$ cat src/rtl/core/gccg_pkg.sv
// Shared types and constants of the Gray-code combination generator.
`default_nettype none

package gccg_pkg;

  // Largest set the block enumerates; the membership and pointer arrays have one slot more.
  localparam int MAX_SET   = 16;
  localparam int NUM_SLOTS = MAX_SET + 1;
  localparam int ADDR_W    = $clog2(MAX_SET);

  // Command codes on the input channel.
  localparam logic [1:0] CMD_LOAD  = 2'd0;
  localparam logic [1:0] CMD_START = 2'd1;
  localparam logic [1:0] CMD_NEXT  = 2'd2;

  // Status codes on the result channel.
  localparam logic [2:0] ST_ELEMENT   = 3'd0;
  localparam logic [2:0] ST_STARTED   = 3'd1;
  localparam logic [2:0] ST_EXHAUSTED = 3'd2;
  localparam logic [2:0] ST_BAD_SIZES = 3'd3;
  localparam logic [2:0] ST_DUPLICATE = 3'd4;

  // Configuration register indexes.
  localparam logic CFG_SET_SIZE    = 1'b0;
  localparam logic CFG_SUBSET_SIZE = 1'b1;

  typedef enum logic [1:0] {
    OP_LOAD,
    OP_START,
    OP_NEXT
  } op_t;

  // One classified command waiting for the back end.
  typedef struct packed {
    op_t               op;
    logic [ADDR_W-1:0] index;
    logic [31:0]       value;
  } q_word_t;

endpackage

`default_nettype wire

$ cat src/rtl/core/gccg_front.sv
// Front end: accepts input words, classifies commands and queues them for the back end.
`default_nettype none

module gccg_front import gccg_pkg::*; (
  input  logic               clk,
  input  logic               rst,
  input  logic               in_valid,
  output logic               in_stall,
  input  logic [1:0]         cmd,
  input  logic [ADDR_W-1:0]  load_index,
  input  logic signed [31:0] element_value,
  output logic               q_valid,
  output q_word_t            q_word,
  input  logic               q_pop
);

  localparam int QUEUE_DEPTH = 2;

  q_word_t    entries [0:QUEUE_DEPTH-1];
  logic       wr_ptr;
  logic       rd_ptr;
  logic [1:0] count;

  op_t  op;
  logic keep;
  logic push;
  logic pop;

  // Drop the unused command code here; it is accepted but never queued.
  always_comb begin
    unique case (cmd)
      CMD_LOAD: begin
        op   = OP_LOAD;
        keep = 1'b1;
      end
      CMD_START: begin
        op   = OP_START;
        keep = 1'b1;
      end
      CMD_NEXT: begin
        op   = OP_NEXT;
        keep = 1'b1;
      end
      default: begin
        op   = OP_LOAD;
        keep = 1'b0;
      end
    endcase
  end

  assign in_stall = (count == 2'(QUEUE_DEPTH));
  assign q_valid  = (count != 2'd0);
  assign q_word   = entries[rd_ptr];
  assign push     = in_valid && !in_stall && keep;
  assign pop      = q_pop && q_valid;

  always_ff @(posedge clk) begin
    if (push) begin
      entries[wr_ptr] <= '{op: op, index: load_index, value: element_value};
    end
  end

  always_ff @(posedge clk) begin
    if (rst) begin
      wr_ptr <= 1'b0;
      rd_ptr <= 1'b0;
      count  <= 2'd0;
    end else begin
      if (push) wr_ptr <= ~wr_ptr;
      if (pop) rd_ptr <= ~rd_ptr;
      count <= count + 2'(push) - 2'(pop);
    end
  end

endmodule

`default_nettype wire

$ cat src/rtl/core/gccg_back.sv
// Back end: element store, duplicate check, subset scan and Gray-code advance.
`default_nettype none

module gccg_back import gccg_pkg::*; (
  input  logic               clk,
  input  logic               rst,
  input  logic               q_valid,
  input  q_word_t            q_word,
  output logic               q_pop,
  input  logic [4:0]         set_size,
  input  logic [4:0]         subset_size,
  input  logic               out_stall,
  output logic               out_valid,
  output logic signed [31:0] subset_element,
  output logic [15:0]        subset_number,
  output logic               last_of_subset,
  output logic [2:0]         status
);

  typedef enum logic [2:0] {
    S_IDLE,
    S_DUP_RD,
    S_DUP_CMP,
    S_INIT,
    S_SCAN,
    S_SEND,
    S_ADV,
    S_RESP
  } state_t;

  function automatic logic in_rng(logic signed [6:0] x);
    return !x[6] && (x[5:0] <= 6'(MAX_SET));
  endfunction

  function automatic logic [NUM_SLOTS-1:0] onehot(logic signed [6:0] x);
    logic [NUM_SLOTS-1:0] m;
    m = '0;
    if (in_rng(x)) m[x[4:0]] = 1'b1;
    return m;
  endfunction

  function automatic logic bget(logic [NUM_SLOTS-1:0] v, logic signed [6:0] x);
    return in_rng(x) ? v[x[4:0]] : 1'b0;
  endfunction

  function automatic logic [NUM_SLOTS-1:0] lowmask(logic [4:0] c);
    logic [NUM_SLOTS-1:0] m;
    for (int j = 0; j < NUM_SLOTS; j++) m[j] = (5'(j) < c);
    return m;
  endfunction

  state_t state;

  logic [31:0]       store [0:MAX_SET-1];
  logic [31:0]       rd_a;
  logic [31:0]       rd_b;
  logic              mem_we;
  logic              rda_en;
  logic              rdb_en;
  logic [ADDR_W-1:0] rda_addr;
  logic [ADDR_W-1:0] rdb_addr;

  logic [NUM_SLOTS-1:0] bits;
  logic [4:0]           fp [0:NUM_SLOTS-1];
  logic [4:0]           t;
  logic [15:0]          counter;
  logic                 running;
  logic [4:0]           lat_n;
  logic [4:0]           lat_k;
  logic [4:0]           a;
  logic [4:0]           b;
  logic [4:0]           p;
  logic                 last_r;
  logic [2:0]           resp_st;
  logic                 resp_after;

  logic       out_free;
  logic       out_load;
  logic       bad_sizes;
  logic [4:0] scan_j;
  logic       scan_hit;

  // Advance datapath.
  logic [4:0]           adv_i;
  logic [4:0]           adv_pi;
  logic signed [6:0]    si;
  logic signed [6:0]    st;
  logic signed [6:0]    im1;
  logic signed [6:0]    flip_x;
  logic signed [6:0]    t1;
  logic signed [6:0]    t2;
  logic                 bi;
  logic                 tcond;
  logic [NUM_SLOTS-1:0] b2;
  logic [4:0]           fp0_a;
  logic [4:0]           fp0_fin;

  assign out_free  = !out_valid || !out_stall;
  assign out_load  = ((state == S_SEND) || (state == S_RESP)) && out_free;
  assign q_pop     = (state == S_IDLE) && q_valid;
  assign bad_sizes = (set_size == 5'd0) || (set_size > 5'(MAX_SET)) ||
                     (subset_size == 5'd0) || (subset_size > set_size);
  assign scan_j    = lat_n - 5'd1 - p;
  assign scan_hit  = bits[scan_j];

  assign mem_we   = q_pop && (q_word.op == OP_LOAD);
  assign rda_en   = (state == S_DUP_RD) || ((state == S_SCAN) && scan_hit);
  assign rda_addr = (state == S_DUP_RD) ? a[ADDR_W-1:0] : p[ADDR_W-1:0];
  assign rdb_en   = (state == S_DUP_RD);
  assign rdb_addr = b[ADDR_W-1:0];

  always_comb begin
    adv_i   = fp[0];
    adv_pi  = (adv_i <= 5'(MAX_SET)) ? fp[adv_i] : 5'd0;
    si      = {2'b00, adv_i};
    st      = {2'b00, t};
    im1     = si - 7'sd1;
    bi      = bget(bits, si);
    if (bi) begin
      flip_x = (st != 7'sd0) ? st - 7'sd1 : im1;
      t1     = st + 7'sd1;
    end else begin
      flip_x = (st != 7'sd1) ? st - 7'sd2 : im1;
      t1     = st - 7'sd1;
    end
    b2      = bits ^ onehot(flip_x) ^ onehot(si);
    fp0_a   = (adv_i == 5'd0) ? 5'd1 : adv_pi;
    tcond   = (t1 == si) || (t1 == 7'sd0);
    t2      = tcond ? t1 + 7'sd1 : t1 - 7'(bget(b2, im1));
    fp0_fin = tcond ? fp0_a : ((t2 == 7'sd0) ? im1[4:0] : t2[4:0]);
  end

  always_ff @(posedge clk) begin
    if (mem_we) store[q_word.index] <= q_word.value;
    if (rda_en) rd_a <= store[rda_addr];
    if (rdb_en) rd_b <= store[rdb_addr];
  end

  always_ff @(posedge clk) begin
    if (rst) begin
      state     <= S_IDLE;
      running   <= 1'b0;
      out_valid <= 1'b0;
      bits      <= '0;
      t         <= 5'd0;
      counter   <= 16'd0;
      for (int j = 0; j < NUM_SLOTS; j++) fp[j] <= 5'd0;
    end else begin
      if (!out_stall && !out_load) out_valid <= 1'b0;
      unique case (state)
        S_IDLE: begin
          if (q_valid) begin
            unique case (q_word.op)
              OP_LOAD: begin
              end
              OP_START: begin
                running <= 1'b0;
                lat_n   <= set_size;
                lat_k   <= subset_size;
                a       <= 5'd0;
                b       <= 5'd1;
                if (bad_sizes) begin
                  resp_st <= ST_BAD_SIZES;
                  state   <= S_RESP;
                end else if (set_size == 5'd1) begin
                  state <= S_INIT;
                end else begin
                  state <= S_DUP_RD;
                end
              end
              OP_NEXT: begin
                if (!running) begin
                  resp_st <= ST_EXHAUSTED;
                  state   <= S_RESP;
                end else begin
                  counter <= counter + 16'd1;
                  p       <= 5'd0;
                  if ((bits & lowmask(lat_n)) == '0) begin
                    resp_st    <= ST_EXHAUSTED;
                    resp_after <= 1'b1;
                    state      <= S_ADV;
                  end else begin
                    resp_after <= 1'b0;
                    state      <= S_SCAN;
                  end
                end
              end
              default: begin
              end
            endcase
          end
        end
        S_DUP_RD: begin
          state <= S_DUP_CMP;
        end
        S_DUP_CMP: begin
          if (rd_a == rd_b) begin
            resp_st <= ST_DUPLICATE;
            state   <= S_RESP;
          end else if (b == lat_n - 5'd1) begin
            if (a == lat_n - 5'd2) begin
              state <= S_INIT;
            end else begin
              a     <= a + 5'd1;
              b     <= a + 5'd2;
              state <= S_DUP_RD;
            end
          end else begin
            b     <= b + 5'd1;
            state <= S_DUP_RD;
          end
        end
        S_INIT: begin
          bits <= lowmask(lat_k);
          for (int j = 1; j < NUM_SLOTS; j++) fp[j] <= 5'(j + 1);
          fp[0]   <= lat_k;
          t       <= lat_k;
          counter <= 16'd0;
          running <= 1'b1;
          resp_st <= ST_STARTED;
          state   <= S_RESP;
        end
        S_SCAN: begin
          // Step down the membership bits; a set bit fetches its element.
          if (scan_hit) begin
            last_r <= ((bits & lowmask(scan_j)) == '0);
            state  <= S_SEND;
          end else begin
            p <= p + 5'd1;
          end
        end
        S_SEND: begin
          if (out_free) begin
            out_valid      <= 1'b1;
            subset_element <= rd_a;
            subset_number  <= counter;
            last_of_subset <= last_r;
            status         <= ST_ELEMENT;
            p              <= p + 5'd1;
            state          <= last_r ? S_ADV : S_SCAN;
          end
        end
        S_ADV: begin
          // Pointer 0 takes its final value; pointers i and i-1 are updated only when nonzero.
          fp[0] <= fp0_fin;
          if (adv_i != 5'd0 && adv_i <= 5'(MAX_SET)) fp[adv_i] <= adv_i + 5'd1;
          if (!tcond && in_rng(im1) && (im1 != 7'sd0)) fp[im1[4:0]] <= fp0_a;
          bits  <= b2;
          t     <= t2[4:0];
          if (adv_i == lat_n) running <= 1'b0;
          state <= resp_after ? S_RESP : S_IDLE;
        end
        S_RESP: begin
          if (out_free) begin
            out_valid      <= 1'b1;
            subset_element <= '0;
            subset_number  <= 16'd0;
            last_of_subset <= 1'b1;
            status         <= resp_st;
            state          <= S_IDLE;
          end
        end
        default: state <= S_IDLE;
      endcase
    end
  end

`ifndef NO_ASSERTIONS
  a_elem_numbered: assert property (@(posedge clk) disable iff (rst)
    out_valid && (status == ST_ELEMENT) |-> subset_number != 16'd0)
    else $error("element word without a subset number");

  a_status_word_shape: assert property (@(posedge clk) disable iff (rst)
    out_valid && (status != ST_ELEMENT) |-> last_of_subset && (subset_element == 32'sd0))
    else $error("status word not closed or carries an element");

  a_running_drop: assert property (@(posedge clk) disable iff (rst)
    $fell(running) |-> ($past(state) == S_ADV) || ($past(state) == S_IDLE))
    else $error("enumeration stopped outside advance or start");
`endif

endmodule

`default_nettype wire

$ cat src/rtl/core/gray_code_combination_generator_top.sv
// Top level of the Gray-code combination generator: configuration registers and front/back ends.
// Usage:
//   Input channel (in_valid / in_stall, cmd, load_index, element_value) takes one command
//   word per handshake. A load writes one entry of the element store and returns nothing;
//   a start checks the sizes and the loaded elements for duplicates and returns one status
//   word; a next returns the current subset, one word per element in ascending set
//   position with last_of_subset on the final word, or one exhausted status word.
//   The unused command code is accepted and dropped.
//   Output channel (out_valid / out_stall) carries result words from an output register.
//   Commands pass through a two-word queue, so the input accepts up to two words while results wait.
// Command flow:
//   A load is written to the store as it is popped from the queue. A start runs the pairwise
//   compare through the store's two read ports, one pair at a time. A next, while running,
//   scans the set positions, sends one word per element found and ends with the pointer advance.
// Reset (rst, synchronous): empties the queue and output register, clears the membership
//   bits, focus pointers and running flag, sets both size registers to 1. The element store is
//   undefined until loaded; there is no clearing pass.
// A stalled output holds its word, and the back end waits while the queue fills.
`default_nettype none

module gray_code_combination_generator_top import gccg_pkg::*; (
  input  logic               clk,
  input  logic               rst,
  input  logic               in_valid,
  output logic               in_stall,
  input  logic [1:0]         cmd,
  input  logic [3:0]         load_index,
  input  logic signed [31:0] element_value,
  output logic               out_valid,
  input  logic               out_stall,
  output logic signed [31:0] subset_element,
  output logic [15:0]        subset_number,
  output logic               last_of_subset,
  output logic [2:0]         status,
  input  logic               cfg_write,
  input  logic               cfg_index,
  input  logic [4:0]         cfg_data
);

  // Size registers; a start samples them.
  logic [4:0] set_size;
  logic [4:0] subset_size;

  // Queue between front and back.
  logic    q_valid;
  q_word_t q_word;
  logic    q_pop;

  always_ff @(posedge clk) begin
    if (rst) begin
      set_size    <= 5'd1;
      subset_size <= 5'd1;
    end else if (cfg_write) begin
      unique case (cfg_index)
        CFG_SET_SIZE:    set_size    <= cfg_data;
        CFG_SUBSET_SIZE: subset_size <= cfg_data;
        default: begin
        end
      endcase
    end
  end

  // Accept and classify command words, hold up to two.
  gccg_front u_front (
    .clk           (clk),
    .rst           (rst),
    .in_valid      (in_valid),
    .in_stall      (in_stall),
    .cmd           (cmd),
    .load_index    (load_index),
    .element_value (element_value),
    .q_valid       (q_valid),
    .q_word        (q_word),
    .q_pop         (q_pop)
  );

  // Execute commands and drive the result register.
  gccg_back u_back (
    .clk            (clk),
    .rst            (rst),
    .q_valid        (q_valid),
    .q_word         (q_word),
    .q_pop          (q_pop),
    .set_size       (set_size),
    .subset_size    (subset_size),
    .out_stall      (out_stall),
    .out_valid      (out_valid),
    .subset_element (subset_element),
    .subset_number  (subset_number),
    .last_of_subset (last_of_subset),
    .status         (status)
  );

endmodule

`default_nettype wire
$ cat config.mk
export PLATFORM = sky130hd
export DESIGN_NAME = gray_code_combination_generator_top
export DESIGN_NICKNAME = d
export VERILOG_FILES = /design/src/rtl/core/gccg_pkg.sv /design/src/rtl/core/gccg_front.sv /design/src/rtl/core/gccg_back.sv /design/src/rtl/core/gray_code_combination_generator_top.sv
export SDC_FILE = /design/constraint.sdc
export NUM_CORES = 2
export LEC_CHECK = 0
export BUFFER_PORTS_ARGS = -buffer_cell sky130_fd_sc_hd__buf_4
export CAP_MARGIN = 20
export CORE_UTILIZATION = 35
export CTS_BUF_LIST = sky130_fd_sc_hd__clkbuf_16
export DETAILED_ROUTE_END_ITERATION = 7
export GPL_ROUTABILITY_DRIVEN = 0
export GPL_TIMING_DRIVEN = 1
export SETUP_SLACK_MARGIN = 0.1
export SKIP_CTS_REPAIR_TIMING = 1
export SLEW_MARGIN = 20
export SYNTH_ARGS = -nofsm -noshare
export SYNTH_HDL_FRONTEND = slang
export SYNTH_SLANG_ARGS = --single-unit
$ cat constraint.sdc
create_clock -name clk -period 14.39 [get_ports clk]
set_input_delay 1.439 -clock clk [delete_from_list [all_inputs] [get_ports clk]]
set_output_delay 1.439 -clock clk [all_outputs]
set_load 0.01 [all_outputs]
### Word-level counts from Yosys, hierarchy flattened

Memories as Yosys holds them, arrays and structs flattened. A register that Yosys moved wholly into a read port is not among the register bits.
Index checks and enable logic that the tools add are counted.
W data, S select, Z words.

* output and inout bits: 54
* RAM bits: 673
* logic and storage cells: 372
* register bits after elaboration: 139
* memories: 3
* input bits: 49

* equal/unequal tests: 36
* reduce and logical (&&, ||, !) cells: 67
* muxes and demuxes: 137
* add/sub/neg operators: 17
* bitwise operators: 26
* order comparisons: 63

Memory list
* u_back.store: words 16, bits a word 32, rd ports 2, clocked after memory_dff 2, write ports 1, line gccg_back.sv:54 `logic [31:0] store [0:MAX_SET-1];`
* u_back.fp: words 17, bits a word 5, rd ports 2, clocked after memory_dff 0, write ports 17, line gccg_back.sv:64 `logic [4:0] fp [0:NUM_SLOTS-1];`
* u_front.entries: words 2, bits a word 38, rd ports 1, clocked after memory_dff 1, write ports 1, line gccg_front.sv:19 `q_word_t entries [0:QUEUE_DEPTH-1];`

Operator list (count)
* $mux W5: 41
* $lt A4 B5 Y1 const A: 24
* $mux W16: 5
* $mux W32: 2
* $pmux W16 S2: 2
* $pmux W32 S2: 1
* $lt A3 B5 Y1 const A: 12
* $mux W3: 14
* $mux W1: 41
* $mux W7: 5
* $and A17 B17 Y17: 2
* $logic_not A17 Y1: 2
* $mux W17: 2
* $pmux W17 S2: 1
* $xor A17 B17 Y17: 2
* $eq A32 B32 Y1: 1
* $lt A1 B5 Y1 const A: 6
* $lt A2 B5 Y1 const A: 6
* $pmux W5 S2: 3
* $lt A5 B6 Y1 const B: 4
* $pmux W3 S8: 1
* $reduce_and A7 Y1: 3
* $add A5 B1 Y5 const B: 4
* $or A1 B1 Y1: 18
* other kinds (62): 144

### Longest topological paths before layout

An unclocked memory read counts as a cell.

* word-level depth: 21
* mapped depth: 31
* depth with buffers taken out: 27

### Modules after synthesis

Synthesis repeated with hierarchy kept, for this count alone.

* cell total of the unflattened synthesis: 3034
* area, all modules: 45801.4 um2

By module, submodules not included
* gccg_back: times used 1, seq. area each 24974.0 um2, cells each 2847, area each 42353.1 um2
* gccg_front: times used 1, seq. area each 2382.3 um2, cells each 147, area each 3022.9 um2
* gray_code_combination_generator_top: times used 1, seq. area each 200.2 um2, cells each 40, area each 425.4 um2

### Worst setup path after synthesis

Ideal clock, no wire load.

* path type: flip-flop to flip-flop
* start: memory u_back.fp[0][1]
* end: memory u_back.fp[0][1] (data pin)
* stages on the path, launching flop included: 29
* setup slack: 7788 ps
* period minus slack after synthesis: 6602 ps
* required time: 14225 ps
* arrival: 6437 ps
* library setup time: 165 ps
* cell sequence: edfxtp_1 -> buf_2 -> buf_1 -> buf_1 -> inv_1 -> ha_1 -> nor3b_2 -> a32o_1 -> nor3_1 -> nor4_1 -> mux2i_1 -> or3_1 -> a21oi_1 -> o41a_1 -> a2111oi_2 -> o21bai_1 -> or2_1 -> inv_1 -> ha_1 -> a21o_1 -> a21oi_1 -> o21bai_1 -> a21oi_1 -> xnor2_1 -> or4_1 -> buf_1 -> or3_1 -> o211a_1 -> o31ai_2

RTL lines (line)
* start, declared: gccg_back.sv:64

==> impl_metrics.ini <==
[synth]
yosysUniqueCellTypes = 95
synth_area_um2 = 45600
ys_async_sr_fraction_pct = 0
yosys_warnings = 0
ys_ff_latch = 941
yosys.area.top_type = edfxtp_1
synth_edf_count = 883
synth-main-ff-cell = edfxtp_1
netlist_instances = 3006
avgSynthCellArea_um2 = 15.2
yosysTopAreaCellShare_pct = 58.1
synth.area.top_cells = edfxtp_1 58%, mux4_2 16%, dfxtp_1 2.5%
seq_area_frac_synth_pct = 60.6

[final_layout]
fin_nets = 3198
drive_gt1_share_pct = 23.6
antenna_cells = 0
nFillCells = 11900
area_growth_pct = 13.8

[setup_path]
cp.arrival_ns = 8.17
crit-reg2reg-launch = u_back.fp[0][0]$_DFFE_PP_
critPathCaptureType = flop
crit_start = u_back.fp[0][0]$_DFFE_PP_
cp.required_ns = 14.97
path_cells = buf_4 -> buf_4 -> o31ai_1 -> nand3_1 -> o21ai_1 -> nor4_1 -> mux2i_1 -> or3_1 -> a21oi_1 -> o41a_1 -> a2111oi_2 -> o21bai_1 -> or2_1 -> inv_1 -> ha_1 -> a21o_1 -> a21oi_1 -> o21bai_1 -> a21oi_1 -> xnor2_1 -> or4_1 -> or3_1 -> o211a_1 -> o211ai_1
startpoint_type = flop
critPathKind = flop to flop
max_stage_delay_ns = 0.94
critical_path.max_fanout = 54
cpMostUsedCell = a21oi_1
crit_path_top_delay_cell = o31ai_1

[clock_network]
clk_pin_slew_ns = 0.06
cts_tree = done
clkLatencyLatePin_ns = 0.74
cts_buffer_depth = 3
numCtsBuffers = 103
cts-root-buf = clkbuf_16
htreeDepth = 3
clkSinkCount = 941

[global_route]
grtUsageMet2_pct = 31.5
grtUsageTotal_pct = 18.6
grt_pass1_vias = 28000
grt.busiest_layer = met2
antenna_found_initial = 4
grt_use_met3_pct = 3.58
grt_pass1_wl_mm = 182
grt_max_degree = 131
grtUsageMet1_pct = 24.1
gr-total-overflow = 0

[power_and_ir_drop]
ir_drop_mv = 0.174
fin_total_pwr_mw = 8.57
leakage_nw = 17.3
p_per_area_nw_per_um2 = 165

[timing]
finalHoldViolCount = 0
report.final.slew_viol_count = 0
clock_skew_ns = 0.0677
finalHoldWorstSlack_ns = 0.492
setup_viol = 0
period_minus_slack_ns = 7.59
rsz0062_at_grt = false
fmax_ghz = 0.132
post-route-period-util_pct = 52.7
relSlewSlack_pct = 30.4
fin_tns_setup_ns = 0
finalWorstSetupSlack_ns = 6.80
tightestPinTransition_ns = 1.04

[route]
ant_nets = 0
vias = 27700
drt_iter0_markers = 2725
via_per_inst = 5.62
route.detailed.drc = 0
routedWlPerCell_um = 25.0
dr.pass1.iters = 6
wl_mm = 123

[flow_run]
max_cap_viol_count = 0

[die]
core_area_um2 = 129000
rows = 132
dieArea_um2 = 132000
die_width_um = 363
io_pins = 103
die_h_um = 363
start_util_pct = 35.2

[status]
outcome = finished, final reports clean

[hold_path]
hp-start = subset_size[3]$_SDFFE_PP0P_
hold_path_class = flop to flop

[placed_design]
hpwl_mm = 71.0
dp_slack_ns = 6.90
io_buffers = 102
## cell usage in the layout, fill, tap and decap left out, types with 42 or more instances in the layout
cell type / netlist / final
edfxtp_1: 883 / 883
mux4_2: 331 / 331
nand2_1: 221 / 221
nor2_1: 174 / 158
buf_4: 1 / 154
clkbuf_16: 0 / 103
inv_1: 83 / 99
xnor2_1: 84 / 84
a21oi_1: 87 / 84
and2_1: 84 / 83
o21ai_0: 78 / 78
nand3_1: 74 / 73
mux2i_1: 70 / 69
dfxtp_1: 58 / 57
conb_1: 1 / 53
mux2_2: 51 / 51
xor2_1: 50 / 49
a31oi_1: 47 / 47
ha_1: 45 / 45
a211oi_1: 42 / 42
## cells by family (layout without fill, tap and decap cells)
logic type	after synthesis	in the layout	share of synthesized area [%]
AO/OA/AOI/OAI	382	382	5.57
XOR/XNOR	136	136	2.67
adder cells (fa/ha/maj)	47	47	1.32
buffers and inverters	304	429	2.63
flip-flops	941	941	60.6
multiplexers	454	454	19.2
other	1	53	0.00822
AND/OR/NAND/NOR	741	741	7.97
## cells in the mapped netlist (51+ instances only)
master and count:
mux2i_1 70, nand2_1 221, nand3_1 74, inv_1 83, edfxtp_1 883, nor2_1 174
mux2_2 51, and2_1 84, dfxtp_1 58, o21ai_0 78, xnor2_1 84, mux4_2 331
a21oi_1 87, clkbuf_1 163
## layer usage
metal,routed length [um],share of wire [%]
met5,0,0
met4,3520,2.9
met3,8750,7.1
met2,61100,50
met1,49600,40
## report_power, final
group | internal [mW] | switching [mW]
combinational | 0.955 | 1.50
sequential | 3.38 | 0.129
clock | 1.49 | 1.12
## critical path, delay by kind of cell (launching register included)
family | cells | cell delay (ns)
AO/OA/AOI/OAI | 12 | 3.61
XOR/XNOR | 1 | 0.08
adder cells (fa/ha/maj) | 1 | 0.26
buffers and inverters | 3 | 0.87
flip-flops | 1 | 0.38
multiplexers | 1 | 0.37
AND/OR/NAND/NOR | 6 | 1.80
## area by class of cell
class	count	area, um^2	area share (%)
multi-input cells	1813	17200	33.1
inverters	86	323	0.622
clock buffers	103	2580	4.96
well taps	1742	2180	4.20
flip-flops and latches	941	27700	53.3
repair buffers	157	1220	2.34
clock inverters	83	785	1.51
## registers in the layout, indices dropped and copies added, names as in the netlist, 3 cells and up, named ones only
signal and flops:
u_back.store 512, u_back.fp 149, u_front.entries 76, u_back.rd_a 32, u_back.rd_b 32, u_back.subset_element 32, u_back.bits 17, u_back.counter 16
u_back.subset_number 16, set_size 5, subset_size 5, u_back.a 5, u_back.b 5, u_back.lat_k 5, u_back.lat_n 5, u_back.p 5
u_back.t 5, u_back.resp_st 3, u_back.state 3, u_back.status 3
## final timing paths
check	end	slack [ns]	depth (start not counted)
setup reg to reg	u_back.fp[0][2]$_DFFE_PP_	6.80	24
setup / recovery	u_back.fp[0][2]$_DFFE_PP_	6.80	24
hold reg to reg	subset_size[3]$_SDFFE_PP0P_	0.49	2
hold / removal	subset_size[3]$_SDFFE_PP0P_	0.49	2
## stage by stage
stage               cell area, um^2  cells  util [%]
finish                        51900   4925      40.1
global route                  51900   4925      40.1
CTS                           51900   4925      40.1
detailed placement            48600   4739      37.5
global placement              48600   4739      37.5
floorplan                     45800   3058         -
No activity file was read; power rests on OpenSTA's default activity.
